[config.mk]
export PLATFORM = sky130hd
export DESIGN_NAME = rge_fade
export DESIGN_NICKNAME = d
export VERILOG_FILES = /design/src/sv/rge_pkg.sv /design/src/sv/rge_fade.sv
export SDC_FILE = /design/constraint.sdc
export NUM_CORES = 1
export LEC_CHECK = 0
export BUFFER_PORTS_ARGS = -buffer_cell sky130_fd_sc_hd__buf_2
export CAP_MARGIN = 20
export CORE_ASPECT_RATIO = 0.75
export CORE_MARGIN = 2
export CORE_UTILIZATION = 55
export CTS_BUF_LIST = sky130_fd_sc_hd__clkbuf_8
export DETAILED_ROUTE_END_ITERATION = 10
export PLACE_DENSITY = 0.72
export RECOVER_POWER = 25
export SYNTH_ARGS = -nofsm -noshare
export SYNTH_HDL_FRONTEND = slang
export SYNTH_SLANG_ARGS = --single-unit
[constraint.sdc]
create_clock -name clk -period 10.9 [get_ports clk]
set_clock_uncertainty 0.05 [all_clocks]
set_input_delay 2.18 -clock clk [delete_from_list [all_inputs] [get_ports clk]]
set_output_delay 2.18 -clock clk [all_outputs]
set_load 0.02 [all_outputs]
[src/sv/rge_pkg.sv]
`timescale 1ns / 1ps
`default_nettype none
// ----------------------------------------------------------------------------
// rge_pkg: shared types and constants of the reverse grain echo
// Field widths, fixed-point constants, state machine codes and the request
// and response bundles of the fade weight unit.
// ----------------------------------------------------------------------------
package rge_pkg;

	// Field and storage widths.
	localparam int SMP_W  = 24;   // dry input sample, Q0.23
	localparam int OUT_W  = 27;   // output and wet sample, Q3.23
	localparam int RING_W = 26;   // capture ring entry, Q2.23
	localparam int SEG_W  = 16;   // segment length
	localparam int FADE_W = 15;   // crossfade length, at most half a segment
	localparam int GAIN_W = 16;   // feedback gain, Q0.16
	localparam int MIX_W  = 17;   // mix gain, Q0.16 with 1.0 included
	localparam int PH_W   = 16;   // fade phase, Q0.16
	localparam int WT_W   = 17;   // fade weight, Q0.16 with 1.0 included
	localparam int CNT_W  = 32;   // sample counter and launch times
	localparam int ADDR_W = 4;    // configuration byte address
	localparam int DATA_W = 32;   // configuration data

	// Register reset values and caps.
	localparam logic [SEG_W-1:0]  SEG_RESET = 16'd12000;
	localparam logic [SEG_W-1:0]  SEG_MIN   = 16'd2;
	localparam logic [GAIN_W-1:0] FB_RESET  = 16'd19661;
	localparam logic [GAIN_W-1:0] FB_CAP    = 16'd58982;
	localparam logic [MIX_W-1:0]  MIX_RESET = 17'd32768;
	localparam logic [MIX_W-1:0]  UNITY     = 17'd65536;

	// Register indexes, taken from paddr[3:2].
	localparam logic [1:0] REG_SEGMENT  = 2'd0;
	localparam logic [1:0] REG_FEEDBACK = 2'd1;
	localparam logic [1:0] REG_MIX      = 2'd2;

	// Crossfade = floor(3*seg/20), done as a multiply by ceil(2^22/20).
	// Exact for 3*seg below 2^18.
	localparam logic [17:0] RECIP20    = 18'd209716;
	localparam int          RECIP20_SH = 22;
	localparam int          XF_RAW_W   = 14;

	// Saturation bounds.
	localparam logic signed [RING_W-1:0] CAP_HI = 26'sh1FFFFFF;
	localparam logic signed [RING_W-1:0] CAP_LO = -26'sh2000000;
	localparam logic signed [OUT_W-1:0]  OUT_HI = 27'sh3FFFFFF;
	localparam logic signed [OUT_W-1:0]  OUT_LO = -27'sh4000000;

	// Odd polynomial for sin(pi/2 * x), Q0.16 coefficients.
	localparam logic [WT_W-1:0] POLY_A = 17'd102944;
	localparam logic [WT_W-1:0] POLY_B = 17'd42333;
	localparam logic [WT_W-1:0] POLY_C = 17'd5223;
	localparam logic [WT_W-1:0] POLY_D = 17'd307;

	typedef enum logic [3:0] {
		ST_IDLE,
		ST_MULFB,
		ST_WRITE,
		ST_LAUNCH,
		ST_ADDR0,
		ST_ADDR1,
		ST_DATA1,
		ST_WAITF,
		ST_TERM,
		ST_WET,
		ST_MIX,
		ST_OUT
	} rge_state_t;

	typedef enum logic [2:0] {
		FD_IDLE,
		FD_DIV,
		FD_SQ,
		FD_C1,
		FD_C2,
		FD_C3,
		FD_MUL
	} fade_state_t;

	typedef struct packed {
		logic              start;
		logic [FADE_W-1:0] num;
		logic [FADE_W-1:0] xf;
	} fade_req_t;

	typedef struct packed {
		logic            busy;
		logic [WT_W-1:0] weight;
	} fade_rsp_t;

endpackage
`default_nettype wire

[src/sv/rge_fade.sv]
`timescale 1ns / 1ps
`default_nettype none
// ----------------------------------------------------------------------------
// rge_fade: equal-power fade weight unit
// Divides num * 2^16 by the crossfade length one quotient bit per cycle, then
// evaluates the sine polynomial over five steps on one shared multiplier.
// ----------------------------------------------------------------------------
module rge_fade (
	input  logic               clk,
	input  logic               arst_n,
	input  rge_pkg::fade_req_t req,
	output rge_pkg::fade_rsp_t rsp
);

	import rge_pkg::*;

	localparam logic [3:0] DIV_LAST = 4'(PH_W - 1);

	fade_state_t       state_q, state_d;
	logic [3:0]        cnt_q;
	logic [FADE_W-1:0] rem_q, xf_q;
	logic [FADE_W:0]   rem_sh, rem_sub;
	logic              rem_ge;
	logic [PH_W-1:0]   x_q, x2_q;
	logic [WT_W-1:0]   t_q, w_q;
	logic [WT_W-1:0]   mul_a, mul_b;
	logic [2*WT_W-1:0] mul_p;
	logic [WT_W:0]     mul_hi;

	// Restoring division step: the remainder always stays below xf.
	assign rem_sh  = {rem_q, 1'b0};
	assign rem_ge  = (rem_sh >= {1'b0, xf_q});
	assign rem_sub = rem_sh - {1'b0, xf_q};

	assign mul_p  = mul_a * mul_b;
	assign mul_hi = mul_p[2*WT_W-1:PH_W];

	always_ff @(posedge clk or negedge arst_n) begin
		if (!arst_n) begin
			state_q <= FD_IDLE;
			cnt_q   <= '0;
		end else begin
			state_q <= state_d;
			if (state_q == FD_DIV) begin
				cnt_q <= cnt_q + 4'd1;
			end else begin
				cnt_q <= '0;
			end
		end
	end

	always_comb begin
		state_d = state_q;
		mul_a   = '0;
		mul_b   = '0;
		unique case (state_q)
			FD_IDLE: begin
				if (req.start) begin
					state_d = FD_DIV;
				end
			end
			FD_DIV: begin
				if (cnt_q == DIV_LAST) begin
					state_d = FD_SQ;
				end
			end
			FD_SQ: begin
				mul_a   = {1'b0, x_q};
				mul_b   = {1'b0, x_q};
				state_d = FD_C1;
			end
			FD_C1: begin
				mul_a   = {1'b0, x2_q};
				mul_b   = POLY_D;
				state_d = FD_C2;
			end
			FD_C2: begin
				mul_a   = {1'b0, x2_q};
				mul_b   = t_q;
				state_d = FD_C3;
			end
			FD_C3: begin
				mul_a   = {1'b0, x2_q};
				mul_b   = t_q;
				state_d = FD_MUL;
			end
			FD_MUL: begin
				mul_a   = {1'b0, x_q};
				mul_b   = t_q;
				state_d = FD_IDLE;
			end
			default: state_d = FD_IDLE;
		endcase
	end

	always_ff @(posedge clk) begin
		unique case (state_q)
			FD_IDLE: begin
				if (req.start) begin
					rem_q <= req.num;
					xf_q  <= req.xf;
				end
			end
			FD_DIV: begin
				rem_q <= rem_ge ? rem_sub[FADE_W-1:0] : rem_sh[FADE_W-1:0];
				x_q   <= {x_q[PH_W-2:0], rem_ge};
			end
			FD_SQ:  x2_q <= mul_hi[PH_W-1:0];
			FD_C1:  t_q  <= POLY_C - mul_hi[WT_W-1:0];
			FD_C2:  t_q  <= POLY_B - mul_hi[WT_W-1:0];
			FD_C3:  t_q  <= POLY_A - mul_hi[WT_W-1:0];
			FD_MUL: w_q  <= (mul_hi > {1'b0, UNITY}) ? UNITY : mul_hi[WT_W-1:0];
			default: ;
		endcase
	end

	assign rsp.busy   = (state_q != FD_IDLE);
	assign rsp.weight = w_q;

endmodule
`default_nettype wire

==> reports/metrics.cfg, run 1 <==
[drt]
vias_per_cell=6.058
drt_drc_violations_left=0
finalWirelength_microns=43450
wl_per_cell_microns=21.14
drt-pass1-iter-count=6
vias=12450
initialDrtViolationCount=1460
antenna_left=0

[setup_path]
critical_path.endpoint_type=flip-flop
max_fo_critical_path=24
cp_top_family=adder cells
critical_path_buf_inv_count=6
cell_type_of_the_slowest_stage_on_the_worst_timing_path=a22oi_1
worstPathArrival_ns=10.21
type_of_the_setup_path_with_the_least_slack=flip-flop to flip-flop
critical-path-max-stage-delay_ns=0.82
required_ns=10.97
crit_path_frequent_cell=fa_1
timing.critical_path.from_type=flip-flop

[synth]
syn_area_per_cell_sq_um=9.038
number_of_synthesized_flops_with_an_enable_pin=96
yosysWarnings=0
syn_nets=2013
post_synth_inst_count=1644
synth_flop_cell=edfxtp_1
post_synth_instance_area_sq_um=14860
netlist_top_cells_area=fa_1 (28%), edfxtp_1 (19%), ha_1 (11%)
ys_types=79
synth_commonest_cells=inv_1 (281), fa_1 (209), nor2_1 (203)
cell_type_with_the_highest_aggregate_area_in_the_netlist=fa_1
synth-async-reset-ratio=0.06796
postSynthRegisterBits=103
post-synth-top-count-cell=inv_1
netlist.area_leader.share=0.2816
fraction_of_the_yosys_area_taken_by_sequential_cells=0.2058

[clock_tree]
cts.sinks=103
insertion_delay_ns=0.40
cts.repair_timing.setup_buffer_count=0
cts_tree=built
h-tree-depth=3
number_of_buffers_on_the_longest_clock_path=2
hold_buffers=0
clk_pin_slew_worst_paths_ns=0.11
cts.repair.resized=0
cts_inserted_buffers=9
cts_root_buf=clkbuf_8

[global_route]
grt_pass1_wl_microns=69790
grt_antenna_before_repair=1
grt_start_max_net_pins=31
grt_util_all_layers=0.3191
first_global_vias=12507
grt-ovfl-total=0

[floorplanning]
die_h_microns=146.3
core_area_sq_um=26740
initial_core_util=0.5557
i_o_pins=51
die_width_microns=193.8
core.rowCount=52
die_area_sq_um=28360

[sta]
timing.final.hold_violations=0
max_clock_freq_mhz=98.66
post-route-min-period_ns=10.14
min_period_over_period=0.9299
timing_worst_slew_pin_value_ns=1.191
setup_viol_count_final=0
totalNegativeSetupSlack_ns=0
grt_setup_unrepaired=false
report.final.slew_viol_count=0
slew_headroom=0.2063

[placed_design]
gpl.final_weighted_congestion=0.9923
place.detailed.hpwl_microns=35050
port_buffer_count=50

[cells_and_area]
multi_input_area_sq_um=10510
antenna_cells=0
final_net_count=2068
syn_to_final_growth_pct=6.921
post_route_cells_drive_above_1_share=0.08275
ff_latch_area_sq_um=3058
final.fill_count=2370

[status]
run_status=finished clean

[job]
drv_cap=0

[min_path]
worst_hold_path_type=flip-flop to flip-flop

## kinds of logic after synthesis
group | Yosys count | share of synthesized area
muxes | 5 | 0.003452
xor gates and xnor gates | 38 | 0.02417
AOI/OAI and AO/OA | 304 | 0.1412
buffers and inverters | 342 | 0.08799
DFF | 103 | 0.2058
adders and majority gates | 336 | 0.3885
and+or+nand+nor | 516 | 0.1489
## metal layers
metal	vias to the layer above	wire length [microns]	part of all wire	global-route usage
met2	646	18610	0.43	0.4709
met5	-	0	0	0
li1	5534	-	-	-
met4	0	1402	0.032	0.09580
met1	6169	19160	0.44	0.4754
met3	101	4270	0.098	0.06584
## final cells by class
type	instances	share of cell area
sequential	103	0.1925
clock inverter	7	0.003938
multi-input combinational	1199	0.6614
tap	351	0.02764
timing repair buffer	102	0.03930
inverter	284	0.06741
clock buffer	9	0.007797
## cell usage in the layout, fill, tap and decap left out, types with 5 or more instances in the layout
cell,instances
xor2_1,12
nand2_1,194
o21ai_1,11
fa_1,209
o31ai_1,8
and2_1,8
o211ai_1,8
o22ai_1,7
clkbuf_1,5
or3_1,10
nand4_1,8
a21oi_1,72
a211oi_1,10
o21a_1,12
nor2_1,203
o21ai_0,41
edfxtp_1,96
a31oi_1,8
nor3_1,17
a21o_1,10
dfrtp_1,7
a22o_1,28
nand2b_1,16
a21boi_0,5
and3_1,16
buf_4,48
a22oi_1,30
nor2b_1,7
inv_1,281
ha_1,127
buf_2,49
clkbuf_8,9
nand3_1,22
xnor2_1,24
## sequential cells by signal, summed over array words and instances, names as in the netlist
register,count
x2_q,16
x_q,16
rem_q,15
state_q,3
w_q,17
xf_q,15
cnt_q,4
t_q,17
## final timing paths
check | endpoint | depth (start not counted) | slack, ns | start
setup / recovery | t_q[15]$_DFFE_PN_ | 31 | 0.76 | state_q[0]$_DFFE_PN0P_
hold / removal | cnt_q[0]$_DFF_PN0_ | 1 | 0.42 | cnt_q[0]$_DFF_PN0_
setup reg to reg | t_q[15]$_DFFE_PN_ | 31 | 0.76 | state_q[0]$_DFFE_PN0P_
hold reg to reg | cnt_q[0]$_DFF_PN0_ | 1 | 0.42 | cnt_q[0]$_DFF_PN0_
max in group asynchronous | cnt_q[3]$_DFF_PN0_ | 1 | 8.89 | arst_n
min in group asynchronous | state_q[1]$_DFFE_PN0P_ | 1 | 1.62 | arst_n
## worst reg2reg max path, delay by kind of cell (launching register included)
kind / cells / cell delay [ns]
compound gates: 11 / 2.66
xor+xnor: 1 / 0.49
fa+ha+maj: 8 / 3.78
buf+inv: 6 / 1.14
flops: 1 / 0.36
simple gates: 5 / 1.39
## metrics by stage
stage | area [sq um] | hold WS [ns] | utilization | setup WS (ns) | cells
after floorplan | 14860 | 0.3831 | - | 1.827 | 1644
after global placement | 15720 | 0.4009 | 0.5879 | 1.388 | 2039
after detailed placement | 15720 | 0.4061 | 0.5879 | 1.177 | 2039
after CTS | 15910 | 0.4212 | 0.5948 | 1.137 | 2055
after global routing | 15890 | 0.4507 | 0.5941 | 0.3362 | 2055
final | 15890 | 0.4167 | 0.5941 | 0.7643 | 2055
Power of run 1 is not shown: default switching activity piles up to over one toggle a cycle in this logic, so the estimate is an artifact.
==> run 2: changes to the inputs <==
ABC_AREA = 1   (was unset)
TNS_END_PERCENT = 20   (was unset)
==> run 2 against run 1 <==
Against the previous run: worst setup slack better by 0.43 ns; first-iteration DRC count is 8.4% higher; area after synthesis is 6.9% higher; final area is 5.0% higher; highest routed layer unchanged.
==> reports/metrics.cfg, run 2 <==
[cells_and_area]
final_net_count=2434
final.fill_count=2632
mostFrequentLayoutCell=nand2_1
syn_to_final_growth_pct=4.937
antenna_cells=0
post_route_cells_drive_above_1_share=0.06667
largest_regs=t_q (17), w_q (17)
most_frequent_cells_in_the_layout=nand2_1 (516), inv_1 (464), fa_1 (209)

[synth]
number_of_synthesized_flops_with_an_enable_pin=96
synth_commonest_cells=nand2_1 (516), inv_1 (462), fa_1 (209)
synth_flop_cell=edfxtp_1
post_synth_instance_area_sq_um=15890
post-synth-top-count-cell=nand2_1
yosysWarnings=0
netlist_top_cells_area=fa_1 (26%), edfxtp_1 (18%), nand2_1 (12%)
postSynthRegisterBits=103
syn_nets=2415
synth-async-reset-ratio=0.06796
fraction_of_the_yosys_area_taken_by_sequential_cells=0.1924
post_synth_inst_count=2046
netlist.area_leader.share=0.2633
syn_area_per_cell_sq_um=7.767
ys_types=52
cell_type_with_the_highest_aggregate_area_in_the_netlist=fa_1

[drt]
finalWirelength_microns=46100
antenna_left=0
vias_per_cell=5.560
vias=13650
drt-pass1-iter-count=8
drt_drc_violations_left=0
initialDrtViolationCount=1582
wl_per_cell_microns=18.78

[sta]
min_period_over_period=0.8902
report.final.slew_viol_count=0
setup_viol_count_final=0
max_clock_freq_mhz=103.1
grt_setup_unrepaired=false
slew_headroom=0.2363
fin_worst_hold_slack_ns=0.4200
post-route-min-period_ns=9.703
timing_worst_slew_pin_value_ns=1.146
totalNegativeSetupSlack_ns=0
timing.final.hold_violations=0

[setup_path]
critical-path-max-stage-delay_ns=0.82
cell_type_of_the_slowest_stage_on_the_worst_timing_path=a22oi_1
required_ns=10.99
worstPathArrival_ns=9.79
type_of_the_setup_path_with_the_least_slack=flip-flop to flip-flop
crit_path_frequent_cell=nand2_1
timing.critical_path.from_type=flip-flop
critical_path.endpoint_type=flip-flop
max_fo_critical_path=33

[clock_tree]
cts.repair_timing.setup_buffer_count=0
clk_pin_slew_worst_paths_ns=0.11
cts_tree=built
cts.sinks=103
cts.repair.resized=0
cts_inserted_buffers=9
cts_root_buf=clkbuf_8
h-tree-depth=3
hold_buffers=0
number_of_buffers_on_the_longest_clock_path=2
insertion_delay_ns=0.39

[floorplanning]
die_h_microns=151.2
initial_core_util=0.5625
i_o_pins=51
core_area_sq_um=28250
die_width_microns=200.3
die_area_sq_um=30280
core.rowCount=53

[global_route]
first_global_vias=13024
grt_util_all_layers=0.3137
grt_start_max_net_pins=34
grt_pass1_wl_microns=72610
grt-ovfl-total=0
grt_antenna_before_repair=0

[placed_design]
port_buffer_count=50
place.detailed.hpwl_microns=37570
gpl.final_weighted_congestion=1.027

[status]
run_status=finished clean

[min_path]
worst_hold_path_type=flip-flop to flip-flop

[job]
drv_cap=0

-- run 2: changes by cell type in the layout (fill, tap and decap cells not counted), sizes merged, moves of 23 or more --
cell	change
nand2	+349
inv	+185
a22o	-28
buf	-38
xnor2	-23
nor2	-29
nand3	+98
-- run 2: cells by family after synthesis --
kind of cell	after synthesis	synth area share
AO/OA/AOI/OAI	192	0.07559
XOR/XNOR	18	0.01039
adder cells (fa/ha/maj)	336	0.3633
buffers and inverters	523	0.1257
flip-flops	103	0.1924
AND/OR/NAND/NOR	874	0.2326
-- run 2: worst max-delay path: cells and delay by family (launching register included) --
| family | cells | cell delay [ns] |
|---|---|---|
| buf+inv | 8 | 1.20 |
| fa+ha+maj | 8 | 3.60 |
| simple gates | 19 | 2.31 |
| flops | 1 | 0.81 |
| compound gates | 4 | 1.45 |
-- run 2: area by class of cell --
type | count | area, sq um | area share
clock inverters | 7 | 80.08 | 0.004802
repair buffers | 62 | 331.6 | 0.01988
multi-input cells | 1420 | 10840 | 0.6499
flip-flops and latches | 103 | 3058 | 0.1834
inverters | 469 | 1763 | 0.1057
well taps | 385 | 481.7 | 0.02889
clock buffers | 9 | 123.9 | 0.007428
-- run 2: layer usage --
| layer | part of all wire | wire length (microns) | GRT usage | up-vias |
|---|---|---|---|---|
| met2 | 0.41 | 19130 | 0.4582 | 737 |
| met4 | 0.012 | 553 | 0.04926 | 0 |
| met5 | 0 | 0 | 0 | - |
| met3 | 0.13 | 5877 | 0.1000 | 46 |
| li1 | - | - | - | 6320 |
| met1 | 0.45 | 20540 | 0.4635 | 6547 |
-- run 2: metrics by stage --
stage          setup WS, ns  instances  area (sq um)    util
3_5_place_dp          1.361       2438         16480  0.5832
2_1_floorplan         2.496       2046         15890       -
4_1_cts               1.337       2454         16680  0.5904
5_1_grt              0.6590       2455         16680  0.5903
6_report              1.197       2455         16680  0.5903
3_3_place_gp          1.452       2438         16480  0.5832
-- run 2: worst paths after layout --
path | depth (start not counted) | start | end | slack (ns)
max | 39 | state_q[2]$_DFFE_PN0P_ | t_q[15]$_DFFE_PN_ | 1.20
min | 1 | cnt_q[0]$_DFF_PN0_ | cnt_q[0]$_DFF_PN0_ | 0.42
max reg2reg | 39 | state_q[2]$_DFFE_PN0P_ | t_q[15]$_DFFE_PN_ | 1.20
min reg2reg | 1 | cnt_q[0]$_DFF_PN0_ | cnt_q[0]$_DFF_PN0_ | 0.42
max in group asynchronous | 1 | arst_n | state_q[2]$_DFFE_PN0P_ | 8.94
min in group asynchronous | 1 | arst_n | cnt_q[2]$_DFF_PN0_ | 1.60
Power of run 2 is left out for the same reason.
==> run 3: changes to the inputs <==
ABC_CLOCK_PERIOD_IN_PS = 10900   (was unset)
CORE_MARGIN = unset   (was 2)
==> run 3 against run 2 <==
Against the previous run: register-to-register slack lost 0.62 ns; highest routed layer is now met5; cell count grew 0.45%; routed wire length shrank 1.3%.
==> reports/metrics.cfg, run 3 (same netlist as run 2, synthesis figures left out) <==
[status]
run_status=finished clean

[cells_and_area]
largest_regs=t_q (17), w_q (17)
antenna_cells=0
syn_to_final_growth_pct=5.574
finish.utilization=0.5953
post_route_cells_drive_above_1_share=0.07352
final_net_count=2445
final_cell_count_no_fill=2466
most_frequent_cells_in_the_layout=nand2_1 (516), inv_1 (462), fa_1 (209)
mostFrequentLayoutCell=nand2_1
finish.instance_area_sq_um=16780

[drt]
finalWirelength_microns=45480
drt-pass1-iter-count=7
vias_per_cell=5.503
drt_drc_violations_left=0
vias=13570
wl_per_cell_microns=18.44
antenna_left=0
initialDrtViolationCount=1310

[job]
drv_cap=0

[floorplanning]
die_width_microns=198.3
die_h_microns=149.2
core_area_sq_um=28180
initial_core_util=0.5639
i_o_pins=51
die_area_sq_um=29580
core.rowCount=53

[global_route]
grt_start_max_net_pins=34
first_global_vias=13428
grt_util_all_layers=0.3272
grt_antenna_before_repair=1
grt_pass1_wl_microns=72890
grt-ovfl-total=0

[setup_path]
crit_path_frequent_cell=inv_1
type_of_the_setup_path_with_the_least_slack=flip-flop to flip-flop
max_fo_critical_path=33
critical_path.endpoint_type=flip-flop
required_ns=11.11
timing.critical_path.from_type=flip-flop
worstPathArrival_ns=10.53
cell_type_of_the_slowest_stage_on_the_worst_timing_path=dfrtp_1
critical-path-max-stage-delay_ns=1.02

[clock_tree]
h-tree-depth=3
clk_pin_slew_worst_paths_ns=0.11
cts.sinks=103
cts_tree=built
cts_root_buf=clkbuf_8
cts_inserted_buffers=9
number_of_buffers_on_the_longest_clock_path=2
insertion_delay_ns=0.42

[placed_design]
numPlacedInstances=2449
gpl.final_weighted_congestion=1.087
port_buffer_count=50
post_dp_cell_area_sq_um=16560
place.detailed.hpwl_microns=36600

[sta]
timing_worst_slew_pin_value_ns=1.375
min_period_over_period=0.9466
timing.final.hold_violations=0
grt_setup_unrepaired=false
post-route-min-period_ns=10.32
setup_viol_count_final=0
slew_headroom=0.08331
totalNegativeSetupSlack_ns=0
report.final.slew_viol_count=0
max_clock_freq_mhz=96.91

[min_path]
worst_hold_path_type=flip-flop to flip-flop

## run 3: changes by cell type in the layout (fill, tap and decap cells not counted), sizes merged
cell | previous run | this run
buf | 59 | 70
clkinv | 2 | 0
clkinvlp | 0 | 2
## run 3: what timing repair did
| action | 4_1_cts | 5_1_grt |
|---|---|---|
| resized for setup | 0 | 1 |
| setup buffers | 0 | 0 |
| endpoints found under the setup margin | 0 | 3 |
| hold buffers | 0 | 0 |
## run 3: worst paths after layout
path / start / to / slack, ns / depth (start not counted)
min in group asynchronous: arst_n / state_q[1]$_DFFE_PN0P_ / 1.63 / 1
worst min register to register: x_q[7]$_DFFE_PP_ / x_q[8]$_DFFE_PP_ / 0.45 / 0
worst max register to register: state_q[2]$_DFFE_PN0P_ / w_q[9]$_SDFFCE_PN0N_ / 0.58 / 30
worst min-delay path: x_q[7]$_DFFE_PP_ / x_q[8]$_DFFE_PP_ / 0.45 / 0
max in group asynchronous: arst_n / cnt_q[0]$_DFF_PN0_ / 8.83 / 1
worst max-delay path: state_q[2]$_DFFE_PN0P_ / w_q[9]$_SDFFCE_PN0N_ / 0.58 / 30
## run 3: cell type report
type | count | area [sq um]
Inverter | 469 | 1763
Sequential cell | 103 | 3058
Tap cell | 385 | 481.7
Timing Repair Buffer | 73 | 417.9
Multi-Input combinational cell | 1420 | 10850
Clock buffer | 9 | 123.9
Clock inverter | 7 | 87.58
Fill cell | 2614 | 11410
## run 3: through the flow
stage | worst slack [ns] | hold slack, ns
4_1_cts | 0.6580 | 0.4518
5_1_grt | 0.05636 | 0.4636
2_1_floorplan | 2.496 | 0.3831
3_5_place_dp | 0.7018 | 0.4271
3_3_place_gp | 0.9460 | 0.4122
6_report | 0.5816 | 0.4541
## run 3: metal layers
metal	up-vias	track usage	part of all wire
met1	6538	0.4814	0.45
met2	612	0.4770	0.43
met4	2	0.07132	0.019
met3	63	0.09225	0.11
li1	6355	-	-
met5	-	0	0.00042
## run 3: critical path, delay by kind of cell, from the launching register on
family	cells	cell delay, ns
adders and majority gates	8	3.63
and+or+nand+nor	10	2.34
AOI/OAI and AO/OA	5	1.97
buffers and inverters	7	1.11
DFF	1	1.02
Power of run 3 is left out for the same reason.
